$ cat src/rtl/traffic_phase_split_adapter_defines.svh
// Assertion macros for the traffic phase split adapter.
// Depends on a clock named clk and a reset named rst in the using scope.
`ifndef TRAFFIC_PHASE_SPLIT_ADAPTER_DEFINES_SVH
`define TRAFFIC_PHASE_SPLIT_ADAPTER_DEFINES_SVH

// Same-cycle implication, checked outside reset
`define TPSA_ASSERT_NOW(label, ante, cons) \
  label: assert property (@(posedge clk) disable iff (rst) (ante) |-> (cons)) \
    else $error("tpsa assertion failed");

// Next-cycle implication, checked outside reset
`define TPSA_ASSERT_NEXT(label, ante, cons) \
  label: assert property (@(posedge clk) disable iff (rst) (ante) |=> (cons)) \
    else $error("tpsa assertion failed");

`endif

$ cat src/rtl/tpsa_pkg.sv
// Shared constants, codes and types of the traffic phase split adapter.
// No dependencies.
package tpsa_pkg;

  localparam int MAX_PHASES    = 8;
  localparam int NUM_LANES     = 8;
  localparam int HISTORY_DEPTH = 16;

  localparam int PH_W         = $clog2(MAX_PHASES);
  localparam int LANE_W       = $clog2(NUM_LANES);
  localparam int SLOT_W       = $clog2(HISTORY_DEPTH);
  localparam int HIST_ENTRIES = HISTORY_DEPTH * NUM_LANES;
  localparam int HIST_AW      = $clog2(HIST_ENTRIES);
  localparam int CNT_W        = $clog2(MAX_PHASES + NUM_LANES);
  localparam int QDEPTH       = 2;
  localparam int QAW          = $clog2(QDEPTH);

  localparam int CMD_W  = 2;
  localparam int PIDX_W = 3;
  localparam int TIME_W = 12;
  localparam int MASK_W = 8;
  localparam int LIDX_W = 3;
  localparam int CARS_W = 10;
  localparam int TICK_W = 15;
  localparam int STAT_W = 2;
  localparam int SUM_W  = 14;
  localparam int NP_W   = 4;
  localparam int WL_W   = 5;
  localparam int GAIN_W = 8;
  localparam int CFG_AW = 2;
  localparam int CFG_DW = 12;
  localparam int QUO_W  = 12;
  localparam int DVS_W  = 4;

  // Register indexes
  localparam logic [CFG_AW-1:0] REG_PHASE_COUNT   = 2'd0;
  localparam logic [CFG_AW-1:0] REG_WINDOW_LENGTH = 2'd1;
  localparam logic [CFG_AW-1:0] REG_MIN_TIME      = 2'd2;
  localparam logic [CFG_AW-1:0] REG_GAIN          = 2'd3;

  // Register reset values
  localparam logic [NP_W-1:0]   RST_PHASE_COUNT   = 4'd4;
  localparam logic [WL_W-1:0]   RST_WINDOW_LENGTH = 5'd8;
  localparam logic [TIME_W-1:0] RST_MIN_TIME      = 12'd5;
  localparam logic [GAIN_W-1:0] RST_GAIN          = 8'd26;

  // Result status codes
  localparam logic [STAT_W-1:0] STAT_ADAPTED  = 2'd0;
  localparam logic [STAT_W-1:0] STAT_UNSERVED = 2'd1;
  localparam logic [STAT_W-1:0] STAT_NO_GREEN = 2'd2;

  typedef enum logic [CMD_W-1:0] {
    CMD_LOAD   = 2'd0,
    CMD_SAMPLE = 2'd1,
    CMD_ADAPT  = 2'd2
  } cmd_t;

  typedef struct packed {
    cmd_t              cmd;
    logic [PIDX_W-1:0] phase_index;
    logic [TIME_W-1:0] phase_time;
    logic [MASK_W-1:0] lane_mask;
    logic [LIDX_W-1:0] lane_index;
    logic [CARS_W-1:0] stopped_cars;
    logic              snapshot_end;
  } item_t;

  typedef struct packed {
    logic [NP_W-1:0]   np;
    logic [WL_W-1:0]   wl;
    logic [TIME_W-1:0] min_time;
    logic [GAIN_W-1:0] gain;
    logic              win_clear;
  } cfg_t;

  typedef struct packed {
    logic div_busy;
    logic in_div;
    logic out_load;
    logic ring_zero;
  } bstat_t;

endpackage

$ cat src/rtl/tpsa_if.sv
// Request channel interfaces of the traffic phase split adapter.
// Depends on tpsa_pkg for field widths.
interface tpsa_in_if;
  logic                        valid;
  logic                        ready;
  logic [tpsa_pkg::CMD_W-1:0]  cmd;
  logic [tpsa_pkg::PIDX_W-1:0] phase_index;
  logic [tpsa_pkg::TIME_W-1:0] phase_time;
  logic [tpsa_pkg::MASK_W-1:0] lane_mask;
  logic [tpsa_pkg::LIDX_W-1:0] lane_index;
  logic [tpsa_pkg::CARS_W-1:0] stopped_cars;
  logic                        snapshot_end;
  modport source (output valid, cmd, phase_index, phase_time, lane_mask, lane_index,
                  stopped_cars, snapshot_end, input ready);
  modport sink (input valid, cmd, phase_index, phase_time, lane_mask, lane_index,
                stopped_cars, snapshot_end, output ready);
endinterface

interface tpsa_out_if;
  logic                        valid;
  logic                        ready;
  logic [tpsa_pkg::PIDX_W-1:0] out_phase;
  logic [tpsa_pkg::TICK_W-1:0] start_tick;
  logic [tpsa_pkg::TICK_W-1:0] end_tick;
  logic [tpsa_pkg::STAT_W-1:0] status;
  logic                        last_phase;
  modport source (output valid, out_phase, start_tick, end_tick, status, last_phase,
                  input ready);
  modport sink (input valid, out_phase, start_tick, end_tick, status, last_phase,
                output ready);
endinterface

interface tpsa_cfg_if;
  logic                        valid;
  logic                        ready;
  logic [tpsa_pkg::CFG_AW-1:0] addr;
  logic [tpsa_pkg::CFG_DW-1:0] data;
  modport source (output valid, addr, data, input ready);
  modport sink (input valid, addr, data, output ready);
endinterface

$ cat src/rtl/tpsa_ram.sv
// Generic single-write, single-read RAM with registered read data.
// No dependencies.
module tpsa_ram #(
  parameter int WIDTH = 8,
  parameter int DEPTH = 16
) (
  input  logic                     clk,
  input  logic                     we,
  input  logic [$clog2(DEPTH)-1:0] waddr,
  input  logic [WIDTH-1:0]         wdata,
  input  logic [$clog2(DEPTH)-1:0] raddr,
  output logic [WIDTH-1:0]         rdata
);

  logic [WIDTH-1:0] mem [DEPTH];

  // Write and registered read
  always_ff @(posedge clk) begin
    if (we) begin
      mem[waddr] <= wdata;
    end
    rdata <= mem[raddr];
  end

endmodule

$ cat src/rtl/tpsa_div.sv
// Restoring divider, one quotient bit per cycle.
// Depends on tpsa_pkg for operand widths.
module tpsa_div (
  input  logic                       clk,
  input  logic                       rst,
  input  logic                       start,
  input  logic [tpsa_pkg::QUO_W-1:0] dividend,
  input  logic [tpsa_pkg::DVS_W-1:0] divisor,
  output logic                       busy,
  output logic                       done,
  output logic [tpsa_pkg::QUO_W-1:0] quotient
);

  localparam int STEP_W = $clog2(tpsa_pkg::QUO_W + 1);

  logic [tpsa_pkg::DVS_W-1:0] rem;
  logic [tpsa_pkg::DVS_W-1:0] dvs;
  logic [STEP_W-1:0]          steps;
  logic [tpsa_pkg::DVS_W:0]   trial;

  assign trial = {rem, quotient[tpsa_pkg::QUO_W-1]};

  // Shift in one dividend bit, subtract where it fits
  always_ff @(posedge clk) begin
    if (rst) begin
      busy  <= 1'b0;
      done  <= 1'b0;
      steps <= '0;
    end else begin
      done <= 1'b0;
      if (start) begin
        busy     <= 1'b1;
        quotient <= dividend;
        dvs      <= divisor;
        rem      <= '0;
        steps    <= STEP_W'(tpsa_pkg::QUO_W);
      end else if (busy) begin
        if (trial >= {1'b0, dvs}) begin
          rem      <= tpsa_pkg::DVS_W'(trial - {1'b0, dvs});
          quotient <= {quotient[tpsa_pkg::QUO_W-2:0], 1'b1};
        end else begin
          rem      <= trial[tpsa_pkg::DVS_W-1:0];
          quotient <= {quotient[tpsa_pkg::QUO_W-2:0], 1'b0};
        end
        steps <= steps - 1'b1;
        if (steps == STEP_W'(1)) begin
          busy <= 1'b0;
          done <= 1'b1;
        end
      end
    end
  end

endmodule

$ cat src/rtl/tpsa_front.sv
// Front end: accepts requests, drops unknown commands, queues the rest.
// Depends on tpsa_pkg and tpsa_in_if.
module tpsa_front (
  input  logic            clk,
  input  logic            rst,
  tpsa_in_if.sink         items,
  output logic            q_valid,
  output tpsa_pkg::item_t q_item,
  input  logic            q_pop
);

  tpsa_pkg::item_t           slots [tpsa_pkg::QDEPTH];
  logic [tpsa_pkg::QAW-1:0]  wptr;
  logic [tpsa_pkg::QAW-1:0]  rptr;
  logic [tpsa_pkg::QAW:0]    count;
  logic                      known;
  logic                      push;
  logic                      pop;
  tpsa_pkg::item_t           decoded;

  // Classify the incoming request
  always_comb begin
    known = (items.cmd == tpsa_pkg::CMD_LOAD) || (items.cmd == tpsa_pkg::CMD_SAMPLE) ||
            (items.cmd == tpsa_pkg::CMD_ADAPT);
    decoded.cmd          = tpsa_pkg::cmd_t'(items.cmd);
    decoded.phase_index  = items.phase_index;
    decoded.phase_time   = items.phase_time;
    decoded.lane_mask    = items.lane_mask;
    decoded.lane_index   = items.lane_index;
    decoded.stopped_cars = items.stopped_cars;
    decoded.snapshot_end = items.snapshot_end;
  end

  assign items.ready = (count != (tpsa_pkg::QAW+1)'(tpsa_pkg::QDEPTH));
  assign push        = items.valid && items.ready && known;
  assign pop         = q_pop && q_valid;
  assign q_valid     = (count != '0);
  assign q_item      = slots[rptr];

  // Queue storage
  always_ff @(posedge clk) begin
    if (push) begin
      slots[wptr] <= decoded;
    end
  end

  // Queue pointers
  always_ff @(posedge clk) begin
    if (rst) begin
      wptr  <= '0;
      rptr  <= '0;
      count <= '0;
    end else begin
      if (push) begin
        wptr <= wptr + 1'b1;
      end
      if (pop) begin
        rptr <= rptr + 1'b1;
      end
      if (push && !pop) begin
        count <= count + 1'b1;
      end else if (pop && !push) begin
        count <= count - 1'b1;
      end
    end
  end

endmodule

$ cat src/rtl/tpsa_back.sv
// Back end: carries out loads, samples and adapt runs, and drives results.
// Depends on tpsa_pkg, tpsa_out_if, tpsa_ram and tpsa_div.
module tpsa_back (
  input  logic             clk,
  input  logic             rst,
  input  tpsa_pkg::cfg_t   cfg,
  input  logic             q_valid,
  input  tpsa_pkg::item_t  q_item,
  output logic             q_pop,
  tpsa_out_if.source       results,
  output tpsa_pkg::bstat_t bstat
);

  typedef enum logic [9:0] {
    S_IDLE  = 10'b0000000001,
    S_SWR   = 10'b0000000010,
    S_LANE  = 10'b0000000100,
    S_PHASE = 10'b0000001000,
    S_MUL   = 10'b0000010000,
    S_DIVS  = 10'b0000100000,
    S_DIV   = 10'b0001000000,
    S_UPD   = 10'b0010000000,
    S_GROW  = 10'b0100000000,
    S_EMIT  = 10'b1000000000
  } state_t;

  localparam int TW  = tpsa_pkg::TIME_W;
  localparam int SW  = tpsa_pkg::SUM_W;
  localparam int KW  = tpsa_pkg::TICK_W;
  localparam int CW  = tpsa_pkg::CNT_W;
  localparam int PW  = tpsa_pkg::PH_W;
  localparam int PRW = tpsa_pkg::TIME_W + tpsa_pkg::GAIN_W;

  state_t state;

  logic [TW-1:0]                   dur   [tpsa_pkg::MAX_PHASES];
  logic [tpsa_pkg::MASK_W-1:0]     lanes [tpsa_pkg::MAX_PHASES];
  logic [SW-1:0]                   sums  [tpsa_pkg::NUM_LANES];
  logic [tpsa_pkg::HIST_ENTRIES-1:0] hv;
  logic [tpsa_pkg::SLOT_W-1:0]     ring_slot;

  tpsa_pkg::item_t                 cur;
  logic [tpsa_pkg::HIST_AW-1:0]    at;
  logic                            at_ok;
  logic [CW-1:0]                   cnt;
  logic [SW-1:0]                   best;
  logic [tpsa_pkg::LANE_W-1:0]     busiest;
  logic [tpsa_pkg::NP_W-1:0]       greens;
  logic [PW-1:0]                   grow;
  logic                            grow_found;
  logic [KW-1:0]                   total;
  logic [KW-1:0]                   others;
  logic [PRW-1:0]                  prod;
  logic [TW-1:0]                   minus;
  logic [tpsa_pkg::STAT_W-1:0]     status;
  logic [KW-1:0]                   start;

  logic                            res_valid;
  logic [PW-1:0]                   res_phase;
  logic [KW-1:0]                   res_start;
  logic [KW-1:0]                   res_end;
  logic [tpsa_pkg::STAT_W-1:0]     res_status;
  logic                            res_last;

  logic [tpsa_pkg::SLOT_W-1:0]     slot_eff;
  logic [tpsa_pkg::HIST_AW-1:0]    at_next;
  logic                            lane_ok;
  logic [CW-1:0]                   np_last;
  logic [PW-1:0]                   pidx;
  logic [PW-1:0]                   dur_idx;
  logic [TW-1:0]                   dur_rd;
  logic [tpsa_pkg::LANE_W-1:0]     sum_idx;
  logic [SW-1:0]                   sum_rd;
  logic                            green;
  logic signed [TW+1:0]            dsub;
  logic [TW-1:0]                   dnew;
  logic signed [KW+1:0]            gsum;
  logic [TW-1:0]                   gnew;
  logic [tpsa_pkg::CARS_W-1:0]     ram_rd;
  logic [tpsa_pkg::CARS_W-1:0]     old_cars;
  logic                            out_free;
  logic                            out_load;
  logic [tpsa_pkg::SLOT_W:0]       slot_inc;
  logic                            div_start;
  logic                            div_busy;
  logic                            div_done;
  logic [tpsa_pkg::QUO_W-1:0]      div_q;

  // Shared read selection and per-item arithmetic
  always_comb begin
    slot_eff = ({1'b0, ring_slot} >= cfg.wl) ? '0 : ring_slot;
    lane_ok  = int'(q_item.lane_index) < tpsa_pkg::NUM_LANES;
    at_next  = tpsa_pkg::HIST_AW'(int'(slot_eff) * tpsa_pkg::NUM_LANES
                                  + int'(q_item.lane_index));
    np_last  = CW'(cfg.np - tpsa_pkg::NP_W'(1));
    pidx     = cnt[PW-1:0];
    dur_idx  = (state == S_MUL) ? grow : pidx;
    dur_rd   = dur[dur_idx];
    sum_idx  = (state == S_LANE) ? cnt[tpsa_pkg::LANE_W-1:0]
                                 : cur.lane_index[tpsa_pkg::LANE_W-1:0];
    sum_rd   = sums[sum_idx];
    green    = (lanes[pidx] != '0);
    dsub     = $signed({2'b00, dur_rd}) - (green ? $signed({2'b00, minus}) : '0);
    if (green && (dsub < $signed({2'b00, cfg.min_time}))) begin
      dnew = cfg.min_time;
    end else begin
      dnew = dsub[TW-1:0];
    end
    gsum = $signed({2'b00, total}) - $signed({2'b00, others});
    if (gsum < $signed((KW+2)'(1))) begin
      gnew = TW'(1);
    end else if (gsum > $signed((KW+2)'((1 << TW) - 1))) begin
      gnew = TW'((1 << TW) - 1);
    end else begin
      gnew = gsum[TW-1:0];
    end
    old_cars = hv[at] ? ram_rd : '0;
    slot_inc = {1'b0, ring_slot} + 1'b1;
    out_free = !res_valid || results.ready;
    out_load = (state == S_EMIT) && out_free;
    q_pop    = (state == S_IDLE) && q_valid && !cfg.win_clear;
    div_start = (state == S_DIVS);
  end

  tpsa_ram #(
    .WIDTH (tpsa_pkg::CARS_W),
    .DEPTH (tpsa_pkg::HIST_ENTRIES)
  ) u_hist (
    .clk   (clk),
    .we    ((state == S_SWR) && at_ok),
    .waddr (at),
    .wdata (cur.stopped_cars),
    .raddr (at_next),
    .rdata (ram_rd)
  );

  tpsa_div u_div (
    .clk      (clk),
    .rst      (rst),
    .start    (div_start),
    .dividend (prod[PRW-1:tpsa_pkg::GAIN_W]),
    .divisor  (greens),
    .busy     (div_busy),
    .done     (div_done),
    .quotient (div_q)
  );

  // Sequencer and control state
  always_ff @(posedge clk) begin
    if (rst) begin
      state     <= S_IDLE;
      hv        <= '0;
      ring_slot <= '0;
      res_valid <= 1'b0;
      for (int i = 0; i < tpsa_pkg::NUM_LANES; i++) begin
        sums[i] <= '0;
      end
    end else if (cfg.win_clear) begin
      hv        <= '0;
      ring_slot <= '0;
      for (int i = 0; i < tpsa_pkg::NUM_LANES; i++) begin
        sums[i] <= '0;
      end
    end else begin
      if (out_load) begin
        res_valid <= 1'b1;
      end else if (results.ready) begin
        res_valid <= 1'b0;
      end
      case (state)
        S_IDLE: begin
          if (q_valid) begin
            cur <= q_item;
            cnt <= '0;
            case (q_item.cmd)
              tpsa_pkg::CMD_SAMPLE: begin
                ring_slot <= slot_eff;
                at        <= at_next;
                at_ok     <= lane_ok;
                state     <= S_SWR;
              end
              tpsa_pkg::CMD_ADAPT: begin
                best    <= '0;
                busiest <= '0;
                state   <= S_LANE;
              end
              default: begin
                state <= S_IDLE;
              end
            endcase
          end
        end
        S_SWR: begin
          if (at_ok) begin
            hv[at]        <= 1'b1;
            sums[sum_idx] <= sum_rd - SW'(old_cars) + SW'(cur.stopped_cars);
          end
          if (cur.snapshot_end) begin
            ring_slot <= (slot_inc >= cfg.wl) ? '0 : slot_inc[tpsa_pkg::SLOT_W-1:0];
          end
          state <= S_IDLE;
        end
        S_LANE: begin
          if ((cnt == '0) || (sum_rd > best)) begin
            best    <= sum_rd;
            busiest <= cnt[tpsa_pkg::LANE_W-1:0];
          end
          if (cnt == CW'(tpsa_pkg::NUM_LANES - 1)) begin
            cnt        <= '0;
            greens     <= '0;
            grow_found <= 1'b0;
            total      <= '0;
            state      <= S_PHASE;
          end else begin
            cnt <= cnt + 1'b1;
          end
        end
        S_PHASE: begin
          if (green) begin
            greens <= greens + 1'b1;
            if (lanes[pidx][busiest]) begin
              grow       <= pidx;
              grow_found <= 1'b1;
            end
          end
          total <= total + KW'(dur_rd);
          cnt   <= cnt + 1'b1;
          if (cnt == np_last) begin
            state <= S_MUL;
          end
        end
        S_MUL: begin
          cnt   <= '0;
          start <= '0;
          prod  <= PRW'(dur_rd) * PRW'(cfg.gain);
          if (greens == '0) begin
            status <= tpsa_pkg::STAT_NO_GREEN;
            state  <= S_EMIT;
          end else if (!grow_found) begin
            status <= tpsa_pkg::STAT_UNSERVED;
            state  <= S_EMIT;
          end else begin
            status <= tpsa_pkg::STAT_ADAPTED;
            state  <= S_DIVS;
          end
        end
        S_DIVS: begin
          state <= S_DIV;
        end
        S_DIV: begin
          if (div_done) begin
            minus  <= div_q;
            others <= '0;
            state  <= S_UPD;
          end
        end
        S_UPD: begin
          if (pidx != grow) begin
            others <= others + KW'(dnew);
          end
          cnt <= cnt + 1'b1;
          if (cnt == np_last) begin
            state <= S_GROW;
          end
        end
        S_GROW: begin
          cnt   <= '0;
          start <= '0;
          state <= S_EMIT;
        end
        S_EMIT: begin
          if (out_free) begin
            res_phase  <= pidx;
            res_start  <= start;
            res_end    <= start + KW'(dur_rd) - 1'b1;
            res_status <= status;
            res_last   <= (cnt == np_last);
            start      <= start + KW'(dur_rd);
            cnt        <= cnt + 1'b1;
            if (cnt == np_last) begin
              state <= S_IDLE;
            end
          end
        end
        default: begin
          state <= S_IDLE;
        end
      endcase
    end
  end

  // Phase table writes: loads, shrunk phases and the grown phase
  always_ff @(posedge clk) begin
    if (q_pop && (q_item.cmd == tpsa_pkg::CMD_LOAD) &&
        (int'(q_item.phase_index) < tpsa_pkg::MAX_PHASES)) begin
      dur[PW'(q_item.phase_index)]   <= (q_item.phase_time == '0) ? TW'(1)
                                                                  : q_item.phase_time;
      lanes[PW'(q_item.phase_index)] <= q_item.lane_mask;
    end else if ((state == S_UPD) && !cfg.win_clear && (pidx != grow) && green) begin
      dur[pidx] <= dnew;
    end else if ((state == S_GROW) && !cfg.win_clear) begin
      dur[grow] <= gnew;
    end
  end

  assign results.valid      = res_valid;
  assign results.out_phase  = tpsa_pkg::PIDX_W'(res_phase);
  assign results.start_tick = res_start;
  assign results.end_tick   = res_end;
  assign results.status     = res_status;
  assign results.last_phase = res_last;

  assign bstat.div_busy  = div_busy;
  assign bstat.in_div    = (state == S_DIV);
  assign bstat.out_load  = out_load;
  assign bstat.ring_zero = (ring_slot == '0);

endmodule

$ cat src/rtl/traffic_phase_split_adapter.sv
// Load writes the phase table from the queue; sample updates history; adapt scans lanes
// and phases, runs a 12-step divide and resizes phases if served, and emits results.
// One request at a time in the back end; the two-entry queue takes requests meanwhile.
// Results leave through an output register, one per cycle while the sink is ready.
// Reset (synchronous): registers to defaults, window sums, history and queue cleared;
// the phase table stays undefined until loaded.
`include "traffic_phase_split_adapter_defines.svh"

module traffic_phase_split_adapter (
  input  logic        clk,
  input  logic        rst,
  tpsa_in_if.sink     items,
  tpsa_out_if.source  results,
  tpsa_cfg_if.sink    cfg
);

  logic [tpsa_pkg::NP_W-1:0]   phase_count;
  logic [tpsa_pkg::WL_W-1:0]   window_length;
  logic [tpsa_pkg::TIME_W-1:0] min_phase_time;
  logic [tpsa_pkg::GAIN_W-1:0] gain_q8;
  logic                        win_clear;
  tpsa_pkg::cfg_t              cfg_bus;
  logic                        q_valid;
  tpsa_pkg::item_t             q_item;
  logic                        q_pop;
  tpsa_pkg::bstat_t            bstat;

  assign cfg.ready = 1'b1;

  // Configuration registers
  always_ff @(posedge clk) begin
    if (rst) begin
      phase_count    <= tpsa_pkg::RST_PHASE_COUNT;
      window_length  <= tpsa_pkg::RST_WINDOW_LENGTH;
      min_phase_time <= tpsa_pkg::RST_MIN_TIME;
      gain_q8        <= tpsa_pkg::RST_GAIN;
      win_clear      <= 1'b0;
    end else begin
      win_clear <= 1'b0;
      if (cfg.valid) begin
        case (cfg.addr)
          tpsa_pkg::REG_PHASE_COUNT:   phase_count <= cfg.data[tpsa_pkg::NP_W-1:0];
          tpsa_pkg::REG_WINDOW_LENGTH: begin
            window_length <= cfg.data[tpsa_pkg::WL_W-1:0];
            win_clear     <= 1'b1;
          end
          tpsa_pkg::REG_MIN_TIME:      min_phase_time <= cfg.data[tpsa_pkg::TIME_W-1:0];
          tpsa_pkg::REG_GAIN:          gain_q8 <= cfg.data[tpsa_pkg::GAIN_W-1:0];
          default: begin
          end
        endcase
      end
    end
  end

  // Clamp counts to their usable ranges
  always_comb begin
    if (phase_count == '0) begin
      cfg_bus.np = tpsa_pkg::NP_W'(1);
    end else if (int'(phase_count) > tpsa_pkg::MAX_PHASES) begin
      cfg_bus.np = tpsa_pkg::NP_W'(tpsa_pkg::MAX_PHASES);
    end else begin
      cfg_bus.np = phase_count;
    end
    if (window_length == '0) begin
      cfg_bus.wl = tpsa_pkg::WL_W'(1);
    end else if (int'(window_length) > tpsa_pkg::HISTORY_DEPTH) begin
      cfg_bus.wl = tpsa_pkg::WL_W'(tpsa_pkg::HISTORY_DEPTH);
    end else begin
      cfg_bus.wl = window_length;
    end
    cfg_bus.min_time  = min_phase_time;
    cfg_bus.gain      = gain_q8;
    cfg_bus.win_clear = win_clear;
  end

  tpsa_front u_front (
    .clk     (clk),
    .rst     (rst),
    .items   (items),
    .q_valid (q_valid),
    .q_item  (q_item),
    .q_pop   (q_pop)
  );

  tpsa_back u_back (
    .clk     (clk),
    .rst     (rst),
    .cfg     (cfg_bus),
    .q_valid (q_valid),
    .q_item  (q_item),
    .q_pop   (q_pop),
    .results (results),
    .bstat   (bstat)
  );

  // Divider runs only while the sequencer waits on it
  `TPSA_ASSERT_NOW(a_div_owned, bstat.div_busy, bstat.in_div)
  // Never overwrite a result that the sink has not taken
  `TPSA_ASSERT_NOW(a_no_overwrite, bstat.out_load && results.valid, results.ready)
  // A window change restarts the ring at slot zero
  `TPSA_ASSERT_NEXT(a_win_restart, win_clear, bstat.ring_zero)

endmodule
$ cat src/flat_wrapper.sv
// flat-port wrapper written by rule: the top's interface ports become plain ports
module traffic_phase_split_adapter_flat 
  (clk, rst, items_valid, items_cmd, items_phase_index, items_phase_time, items_lane_mask, items_lane_index, items_stopped_cars, items_snapshot_end, items_ready, results_valid, results_out_phase, results_start_tick, results_end_tick, results_status, results_last_phase, results_ready, cfg_valid, cfg_addr, cfg_data, cfg_ready);
  tpsa_in_if items_i ();
  tpsa_out_if results_i ();
  tpsa_cfg_if cfg_i ();
  input  logic clk;
  input  logic rst;
  input wire logic [$bits(items_i.valid)-1:0] items_valid;
  input wire logic [$bits(items_i.cmd)-1:0] items_cmd;
  input wire logic [$bits(items_i.phase_index)-1:0] items_phase_index;
  input wire logic [$bits(items_i.phase_time)-1:0] items_phase_time;
  input wire logic [$bits(items_i.lane_mask)-1:0] items_lane_mask;
  input wire logic [$bits(items_i.lane_index)-1:0] items_lane_index;
  input wire logic [$bits(items_i.stopped_cars)-1:0] items_stopped_cars;
  input wire logic [$bits(items_i.snapshot_end)-1:0] items_snapshot_end;
  output wire logic [$bits(items_i.ready)-1:0] items_ready;
  output wire logic [$bits(results_i.valid)-1:0] results_valid;
  output wire logic [$bits(results_i.out_phase)-1:0] results_out_phase;
  output wire logic [$bits(results_i.start_tick)-1:0] results_start_tick;
  output wire logic [$bits(results_i.end_tick)-1:0] results_end_tick;
  output wire logic [$bits(results_i.status)-1:0] results_status;
  output wire logic [$bits(results_i.last_phase)-1:0] results_last_phase;
  input wire logic [$bits(results_i.ready)-1:0] results_ready;
  input wire logic [$bits(cfg_i.valid)-1:0] cfg_valid;
  input wire logic [$bits(cfg_i.addr)-1:0] cfg_addr;
  input wire logic [$bits(cfg_i.data)-1:0] cfg_data;
  output wire logic [$bits(cfg_i.ready)-1:0] cfg_ready;
  assign items_i.valid = items_valid;
  assign items_i.cmd = items_cmd;
  assign items_i.phase_index = items_phase_index;
  assign items_i.phase_time = items_phase_time;
  assign items_i.lane_mask = items_lane_mask;
  assign items_i.lane_index = items_lane_index;
  assign items_i.stopped_cars = items_stopped_cars;
  assign items_i.snapshot_end = items_snapshot_end;
  assign items_ready = items_i.ready;
  assign results_valid = results_i.valid;
  assign results_out_phase = results_i.out_phase;
  assign results_start_tick = results_i.start_tick;
  assign results_end_tick = results_i.end_tick;
  assign results_status = results_i.status;
  assign results_last_phase = results_i.last_phase;
  assign results_i.ready = results_ready;
  assign cfg_i.valid = cfg_valid;
  assign cfg_i.addr = cfg_addr;
  assign cfg_i.data = cfg_data;
  assign cfg_ready = cfg_i.ready;
  traffic_phase_split_adapter u_core (.clk(clk), .rst(rst), .items(items_i), .results(results_i), .cfg(cfg_i));
endmodule
$ cat config.mk
export PLATFORM = sky130hd
export DESIGN_NAME = traffic_phase_split_adapter_flat
export DESIGN_NICKNAME = d
export VERILOG_FILES = /design/src/rtl/tpsa_pkg.sv /design/src/rtl/tpsa_if.sv /design/src/rtl/tpsa_ram.sv /design/src/rtl/tpsa_div.sv /design/src/rtl/tpsa_front.sv /design/src/rtl/tpsa_back.sv /design/src/rtl/traffic_phase_split_adapter.sv /design/src/flat_wrapper.sv
export VERILOG_INCLUDE_DIRS = /design/src /design/src/rtl
export SDC_FILE = /design/constraint.sdc
export NUM_CORES = 2
export LEC_CHECK = 0
export BUFFER_PORTS_ARGS = -buffer_cell sky130_fd_sc_hd__buf_4
export CORE_MARGIN = 5
export CORE_UTILIZATION = 55
export CTS_BUF_LIST = sky130_fd_sc_hd__clkbuf_16
export DETAILED_ROUTE_END_ITERATION = 8
export HOLD_SLACK_MARGIN = 0.08
export MAX_ROUTING_LAYER = met4
export PLACE_DENSITY = 0.68
export SLEW_MARGIN = 20
export SYNTH_ARGS = -nofsm -noshare
export SYNTH_HDL_FRONTEND = slang
export SYNTH_HIERARCHICAL = 1
export SYNTH_SLANG_ARGS = --single-unit
$ cat constraint.sdc
create_clock -name clk -period 17.15 [get_ports clk]
set_input_delay 1.715 -clock clk [delete_from_list [all_inputs] [get_ports clk]]
set_output_delay 1.715 -clock clk [all_outputs]
set_load 0.03 [all_outputs]
==> impl_metrics.ini <==
[run_status]
status = complete, no violations

[timing]
max-slew-margin-rel = 0.218
clock.fmax_ghz = 0.114
rsz0062_at_grt = no
tns_ns = 0
final_hold_viol_count = 0
worst_pin_slew_ns = 1.17
fin_crit_ns = 8.76
timing.final.crit_share = 0.511
fin_skew_ns = 0.0247
setup_viol = 0
slew_viol_final = 0

[worst_setup_path]
arrival_ns = 9.29
critPathCaptureType = flip-flop
crit_type = flip-flop to flip-flop
critPathRequiredTime_ns = 17.68
cp_top_family = compound AO/OA/AOI/OAI gates
slowest_stage = dfxtp_1
crit_top_cell = o21ai_0
crit_buf_inv = 3
start_kind = flip-flop
crit_fanout = 21
cpPeakStageDelay_ns = 0.87

[global_route]
overflow = 0
track_usage = 0.253
grt_pass1_wl_mm = 301
use_met2 = 0.397
met3_usage = 0.0450
use_met1 = 0.345
antenna_found_initial = 3
grt.busiest_layer = met2
grt_max_degree = 147
grt_pass1_vias = 46900

[layout]
fillCellCount = 11300
regArea_mm2 = 0.0582
drive_above_1_share = 0.192
fin_nets = 5790
multi_input_area_mm2 = 0.0258
final_cell_area_mm2 = 0.0957
area_delta_synth_final_pct = 11.6

[die]
fp.dieH_um = 405
die_area_mm2 = 0.164
io_pins = 97
core_mm2 = 0.156
rows = 145
die_w_um = 405
start_util = 0.551

[power_and_ir_drop]
p_per_area_mw_per_mm2 = 149
ir_drop_mv = 0.138
leakagePower_nw = 32.5

[hold_path]
hp-class = flip-flop to flip-flop

[drt]
routedWlPerCell_um = 25.9
drtIter0Drc = 4726
via_per_inst = 6.09
vias = 47000
wirelength_mm = 200
firstDrtPassIters = 6
route.detailed.drc = 0
ant_nets = 0

[clock_network]
cts_resized = 0
cts_root_buf = clkbuf_16
h-tree-depth = 4
postCtsHoldBufs = 0
clk_latency_ns = 0.82
numCtsBuffers = 200
cts_sinks = 2004
cts.reportedPaths.clkPinSlew_ns = 0.06
clockBufferDepth = 3
cts_tree = done
cts_setup_buffers = 0

[flow_run]
maxCapViolCount = 0

[synth]
synthCells = 5333
mappedNetlistArea_mm2 = 0.0857
yosys_warnings = 6
avgSynthCellArea_um2 = 16.1
syn_nets = 5634

[placed_design]
port_buffers = 95
place_hpwl_mm = 127
place_area_mm2 = 0.0890
gp_congestion = 0.872
power breakdown:
group	switching (W)	internal (W)
sequential	0.0000619	0.00566
combinational	0.00250	0.00164
clock	0.00184	0.00253
stage by stage:
step | std cells | total power (W) | utilization | hold WS, ns | worst slack (ns)
finish | 7721 | 0.0142 | 0.615 | 0.416 | 8.39
global route | 7718 | 0.0149 | 0.615 | 0.436 | 7.65
CTS | 7715 | 0.0143 | 0.614 | 0.424 | 8.45
detailed placement | 7344 | 0.00995 | 0.572 | 0.412 | 8.52
global placement | 7343 | 0.00989 | 0.572 | 0.405 | 8.57
floorplan | 5333 | 0.00876 | - | 0.400 | 9.43
state kept, by name (all words and copies together), names as in the netlist, 15 cells and up, named ones only:
name and cells:
u_core/u_back/dur 96, u_core/u_back/hv 128, u_core/u_back/lanes 64, u_core/u_back/others 15, u_core/u_back/results.end_tick 15, u_core/u_back/results.start_tick 15
u_core/u_back/start 15, u_core/u_back/sums 112, u_core/u_back/total 15, u_core/u_back/u_hist/mem 1280, u_core/u_front/slots 78
final timing paths:
| check | start | end | slack [ns] | cells past startpoint |
|---|---|---|---|---|
| setup / recovery | flip-flop | u_core/u_back/others[12] | 8.39 | 37 |
| hold / removal | u_core/u_back/status[1] | u_core/u_back/results.status[1] | 0.42 | 0 |
| setup reg to reg | flip-flop | u_core/u_back/others[12] | 8.39 | 37 |
| hold reg to reg | u_core/u_back/status[1] | u_core/u_back/results.status[1] | 0.42 | 0 |
layout by cell type, fill, tap and decap left out, types with 55 or more instances in the layout:
cell / instances
inv_1: 255
nor2_1: 411
buf_4: 203
o21ai_0: 191
mux2_2: 62
a21oi_1: 144
and2_1: 58
clkbuf_16: 203
nand2_1: 499
xnor2_1: 61
ha_1: 168
fa_1: 75
dfxtp_1: 196
nor2b_1: 55
nand3_1: 94
edfxtp_1: 1807
mux4_2: 441
layout make-up:
| cell class | instances | area share |
|---|---|---|
| flip-flops and latches | 2004 | 0.608 |
| clock buffers | 203 | 0.0531 |
| multi-input cells | 2855 | 0.270 |
| diodes | 5 | 0.000131 |
| well taps | 2058 | 0.0269 |
| clock inverters | 168 | 0.0163 |
| repair buffers | 206 | 0.0167 |
| inverters | 222 | 0.00871 |
per-layer routing:
layer  up-vias  part of all wire
met5         -                 0
met1     24200              0.41
met2      1778              0.49
met4         0             0.031
li1      20700                 -
met3       347             0.072
worst register-to-register path: cells and delay by family, from the launching register on:
family,cells,cell delay (ns)
adder cells (fa/ha/maj),3,0.92
multiplexers,2,0.72
XOR/XNOR,1,0.25
AND/OR/NAND/NOR,6,1.16
AO/OA/AOI/OAI,22,4.01
flip-flops,1,0.87
buffers and inverters,3,0.53
Power figures use the tool's default switching activity.
